===== config.mk =====
export PLATFORM = sky130hd
export DESIGN_NAME = deq_ctrl
export DESIGN_NICKNAME = d
export VERILOG_FILES = /design/src/hdl/deq_pkg.sv /design/src/hdl/deq_ctrl.sv
export VERILOG_INCLUDE_DIRS = /design/src /design/src/hdl
export SDC_FILE = /design/constraint.sdc
export NUM_CORES = 1
export LEC_CHECK = 0
export BUFFER_PORTS_ARGS = -buffer_cell sky130_fd_sc_hd__buf_2
export CAP_MARGIN = 15
export CORE_AREA = 5 5 42 44
export CTS_CLUSTER_SIZE = 25
export DETAILED_ROUTE_END_ITERATION = 7
export DIE_AREA = 0 0 47 49
export GPL_TIMING_DRIVEN = 0
export PLACE_DENSITY = 0.46
export SYNTH_ARGS = -nofsm -noshare
export SYNTH_HDL_FRONTEND = slang
export SYNTH_SLANG_ARGS = --single-unit
export TNS_END_PERCENT = 1

===== constraint.sdc =====
create_clock -name clock -period 1.4 [get_ports clock]
set_clock_uncertainty 0.1 [all_clocks]
set_input_delay 0 -clock clock [delete_from_list [all_inputs] [get_ports clock]]
set_output_delay 0 -clock clock [all_outputs]
set_load 0.1 [all_outputs]

===== src/hdl/double_ended_queue_unit_macros.svh =====
// Assertion macros shared by the deque RTL modules.
// Used by deq_ctrl and deq_dp; no other dependencies.
`ifndef DOUBLE_ENDED_QUEUE_UNIT_MACROS_SVH
`define DOUBLE_ENDED_QUEUE_UNIT_MACROS_SVH

// expr must hold at every edge outside reset
`define DEQ_ASSERT_ALWAYS(name, clk, rst, expr) \
   name: assert property (@(posedge clk) disable iff (rst) (expr)) \
      else $error("deque check failed");

// cons must hold in the same cycle as ante
`define DEQ_ASSERT_IMPLY(name, clk, rst, ante, cons) \
   name: assert property (@(posedge clk) disable iff (rst) (ante) |-> (cons)) \
      else $error("deque check failed");

// cons must hold in the cycle after ante
`define DEQ_ASSERT_NEXT(name, clk, rst, ante, cons) \
   name: assert property (@(posedge clk) disable iff (rst) (ante) |=> (cons)) \
      else $error("deque check failed");

`endif


===== src/hdl/deq_pkg.sv =====
// Types and constants of the double-ended queue unit.
// No dependencies; imported by every deque module but deq_ram.
package deq_pkg;

   localparam int DEPTH_DEF = 256;
   localparam int WORD_W    = 32;

   typedef enum logic [1:0] {
      CMD_PUSH_FRONT  = 2'd0,
      CMD_POP_FRONT   = 2'd1,
      CMD_INJECT_BACK = 2'd2,
      CMD_EJECT_BACK  = 2'd3
   } cmd_type;

   typedef enum logic [1:0] {
      STAT_OK    = 2'd0,
      STAT_FULL  = 2'd1,
      STAT_EMPTY = 2'd2
   } stat_code_type;

   typedef struct packed {
      cmd_type                  command;
      logic signed [WORD_W-1:0] value;
   } req_type;

   typedef struct packed {
      logic signed [WORD_W-1:0] removed_value;
      stat_code_type            status;
   } rsp_type;

   // controller to datapath
   typedef struct packed {
      logic capture;
      logic exec;
      logic load_read;
   } ctl_cmd_type;

   // datapath to controller
   typedef struct packed {
      logic read_ok;
   } dp_stat_type;

endpackage


===== src/hdl/deq_ctrl.sv =====
// Deque controller: sequences capture, execute, read and response.
// Depends on deq_pkg and double_ended_queue_unit_macros.svh.
`include "double_ended_queue_unit_macros.svh"

module deq_ctrl import deq_pkg::*; (
   input  logic        clock,
   input  logic        reset,
   input  logic        req_valid,
   output logic        req_stall,
   output logic        rsp_valid,
   input  logic        rsp_stall,
   input  dp_stat_type stat,
   output ctl_cmd_type ctl
);

   typedef enum logic [3:0] {
      ST_IDLE = 4'b0001,
      ST_EXEC = 4'b0010,
      ST_READ = 4'b0100,
      ST_RESP = 4'b1000
   } state_type;

   state_type state_ff, state_in;

   always_comb begin
      state_in = state_ff;
      case (state_ff)
         ST_IDLE: begin
            if (req_valid) state_in = ST_EXEC;
         end
         ST_EXEC: begin
            state_in = stat.read_ok ? ST_READ : ST_RESP;
         end
         ST_READ: begin
            state_in = ST_RESP;
         end
         ST_RESP: begin
            if (!rsp_stall) state_in = ST_IDLE;
         end
         default: begin
            state_in = ST_IDLE;
         end
      endcase
   end

   always_ff @(posedge clock) begin
      if (reset) begin
         state_ff <= ST_IDLE;
      end else begin
         state_ff <= state_in;
      end
   end

   assign req_stall     = (state_ff != ST_IDLE);
   assign rsp_valid     = (state_ff == ST_RESP);
   assign ctl.capture   = (state_ff == ST_IDLE) && req_valid;
   assign ctl.exec      = (state_ff == ST_EXEC);
   assign ctl.load_read = (state_ff == ST_READ);

   `DEQ_ASSERT_NEXT(a_accept_exec, clock, reset, req_valid && !req_stall, ctl.exec)
   `DEQ_ASSERT_NEXT(a_read_path, clock, reset, ctl.exec && stat.read_ok, ctl.load_read)
   `DEQ_ASSERT_NEXT(a_rsp_held, clock, reset, rsp_valid && rsp_stall, rsp_valid && req_stall)

endmodule


==> results_dict.tcl <==
set metrics [dict create \
    outcome "finished, violations left" \
    violations "negative setup slack" \
    dr.pass1.iters 1 \
    finalPower_uw 662.0 \
    overflow 0 \
    synth_compound_area_share_pct 17.98 \
    h-tree-depth 1 \
    synth_nets 28 \
    synth_seq_cells 4 \
    die_w_um 47 \
    hp-start "rsp_stall" \
    yosys_warnings 0 \
    cellPowerDensity_mw_per_mm2 1278 \
    tightest_slew_ps 281.1 \
    regMostFlops "state_ff" \
    netlist.area_leader.share_pct 35.96 \
    reg_top3 "state_ff: 4 flops" \
    diodes 0 \
    slowest_delay_ps 580 \
    final_common_cell "buf_4" \
    hold_viol_final 0 \
    core_mm2 0.001401 \
    cp-end-kind "output port" \
    cp_top_family "simple AND/OR/NAND/NOR gates" \
    clk_pin_slew_ps 40 \
    rsz0062_at_grt "true" \
    die_area_mm2 0.002303 \
    portBuffers 9 \
    cp_max_fo 7 \
    ant_nets 0 \
    dp_hpwl_um 467.7 \
    drcViolationCount 0 \
    viasPerCell 4.271 \
    hold_depth 4 \
    clock-root-buffer "clkbuf_4" \
    rr_endpoint "state_ff[3]" \
    clock_path_buffers 2 \
    grt_antenna_before_repair 0 \
    gp_congestion 0.6748 \
    vias 252 \
    final_cell_mix "5 x buf_4, 4 x buf_2, 4 x dfxtp_4" \
    grt_max_degree 8 \
    routed_wl_um 645 \
    syn-instance-count 23 \
    largest_reg_flops 4 \
    clock.fmax_mhz 656.5 \
    crit_type "flip-flop to output port" \
    placementRows 14 \
    clk_latency_ps 230 \
    cap_violations 0 \
    syn_to_final_growth_pct 132.6 \
    layout_setup_ws_ps -123.2 \
    finalCritPeriodShare_pct 108.8 \
    setup_viol 5 \
    syn_area_um2 222.7 \
    reg2reg_slack_ps -30 \
    grt_pass1_wl_um 1228 \
    synth-simple-area-share_pct 39.33 \
    synthMuxAreaShare_pct 0 \
    syn_avg_cell_area_um2 9.683 \
    critical_path_required_ps 1300 \
    utilization_pct 36.96 \
    synthXorXnorAreaFrac_pct 0 \
    ff2ff_path_depth 4 \
    synth_area_leaders "dfxtp_1 36%, nor4b_1 7.9%, nor4b_2 6.7%" \
    die_h_um 49 \
    max_slew_margin_pct 81.41 \
    grt_pass1_vias 290 \
    worstReg2RegStart "state_ff[0]" \
    worstPathCellList "or4b_4 -> clkinv_4 -> buf_12" \
    slowest_stage "or4b_4" \
    cts_tree "done" \
    ios 10 \
    crit_arrival_ps 1420 \
    finalCriticalPeriod_ps 1523 \
    start_util_pct 15.89 \
    gr-usage-all-layers_pct 7.400 \
    path_buf_inv 2 \
    yosys.cell_types.count 17 \
    finalMaxSlewViolations 0 \
    layout-drive-gt1-share_pct 72.09 \
    fin_nets 50 \
    p_leak_uw 0.0002171 \
    wl_per_cell_um 10.93 \
    cts.sinks 4 \
    ir_drop_v 0.0005244 \
    cts_inserted_buffers 3 \
    yosys.area_share.adder_pct 0 \
    drtIter0Drc 0 \
    synth_top_cell_by_area "dfxtp_1" \
    cp-start-kind "flip-flop" \
    min_path_type "input port to flip-flop" \
    holdPathEnd "state_ff[0]" \
    seq_area_frac_synth_pct 35.96 \
    synth_top_family_by_area "simple AND/OR/NAND/NOR gates" \
]
-- through the flow --
step                hold slack (ps)  TNS [ps]  worst slack (ps)  area [um^2]  std cells
global route                  246.4    -551.7            -188.4        518.0         59
detailed placement            99.67    -493.8            -243.1        356.6         48
floorplan                    -37.92    -590.5            -165.3        291.5         23
CTS                           212.1    -294.9            -118.2        508.0         59
global placement              99.05    -401.9            -229.3        356.6         48
finish                        208.4    -286.0            -123.2        518.0         59
-- power breakdown --
part           internal [uW]  leakage (uW)  switching, uW  total (uW)
sequential               130     0.0000352           28.8         159
clock                   96.0     0.0000138           48.4         144
combinational            168      0.000168            192         359
total                    393      0.000217            269         662
-- per-layer routing --
layer / part of all wire (%) / vias to the layer above / GRT usage (%) / wire, um
li1: - / 126 / - / -
met1: 45 / 115 / 9.031 / 289
met2: 47 / 11 / 11.09 / 303
met3: 8.2 / 0 / 4.428 / 53
met4: 0 / 0 / 1.382 / 0
met5: 0 / - / 0 / 0
-- kinds of logic (layout without fill, tap and decap cells) --
kind of cell,Yosys count,in the layout
compound gates,5,5
flops,4,4
buf+inv,4,24
simple gates,10,10
-- worst max path at each step --
stage,startpoint,end,cells past startpoint
detailed placement,state_ff[1],ctl[1],3
global route,state_ff[3],ctl[2],4
floorplan,state_ff[2],ctl[2],3
finish,state_ff[0],ctl[1],3
global placement,state_ff[1],ctl[1],3
CTS,state_ff[0],ctl[1],3
-- final cells by class --
| cell class | instances | area [um^2] |
|---|---|---|
| repair buffers | 17 | 170.2 |
| flip-flops and latches | 4 | 95.09 |
| clock buffers | 3 | 22.52 |
| multi-input cells | 15 | 176.4 |
| inverters | 4 | 33.78 |
| fillers | 144 | 883.3 |
| well taps | 16 | 20.02 |
-- cells in the mapped netlist --
| cell | instances |
|---|---|
| nor2_1 | 2 |
| inv_1 | 2 |
| inv_2 | 1 |
| dfxtp_1 | 4 |
| nor4b_2 | 1 |
| and3b_1 | 1 |
| nor3_1 | 1 |
| nor4b_1 | 2 |
| a21oi_1 | 1 |
| nor3b_2 | 1 |
| nor3b_1 | 1 |
| clkinv_1 | 1 |
| o311a_1 | 1 |
| o21ai_0 | 1 |
| o21a_1 | 1 |
| o31ai_2 | 1 |
| or4b_4 | 1 |
-- what timing repair did --
item                                    in CTS  in global routing
resized for setup                           19                  3
pin swaps                                    3                  0
setup buffers                                5                  0
hold buffers                                 3                  0
endpoints found under the setup margin       8                  6
hold endpoints to repair                     4                  0
-- worst register-to-register path: cells and delay by family (launching register included) --
| kind | cells | cell delay, ps |
|---|---|---|
| AOI/OAI and AO/OA | 1 | 110 |
| buffers and inverters | 1 | 140 |
| DFF | 1 | 360 |
| and+or+nand+nor | 2 | 650 |
(Power assumes the default switching activity.)
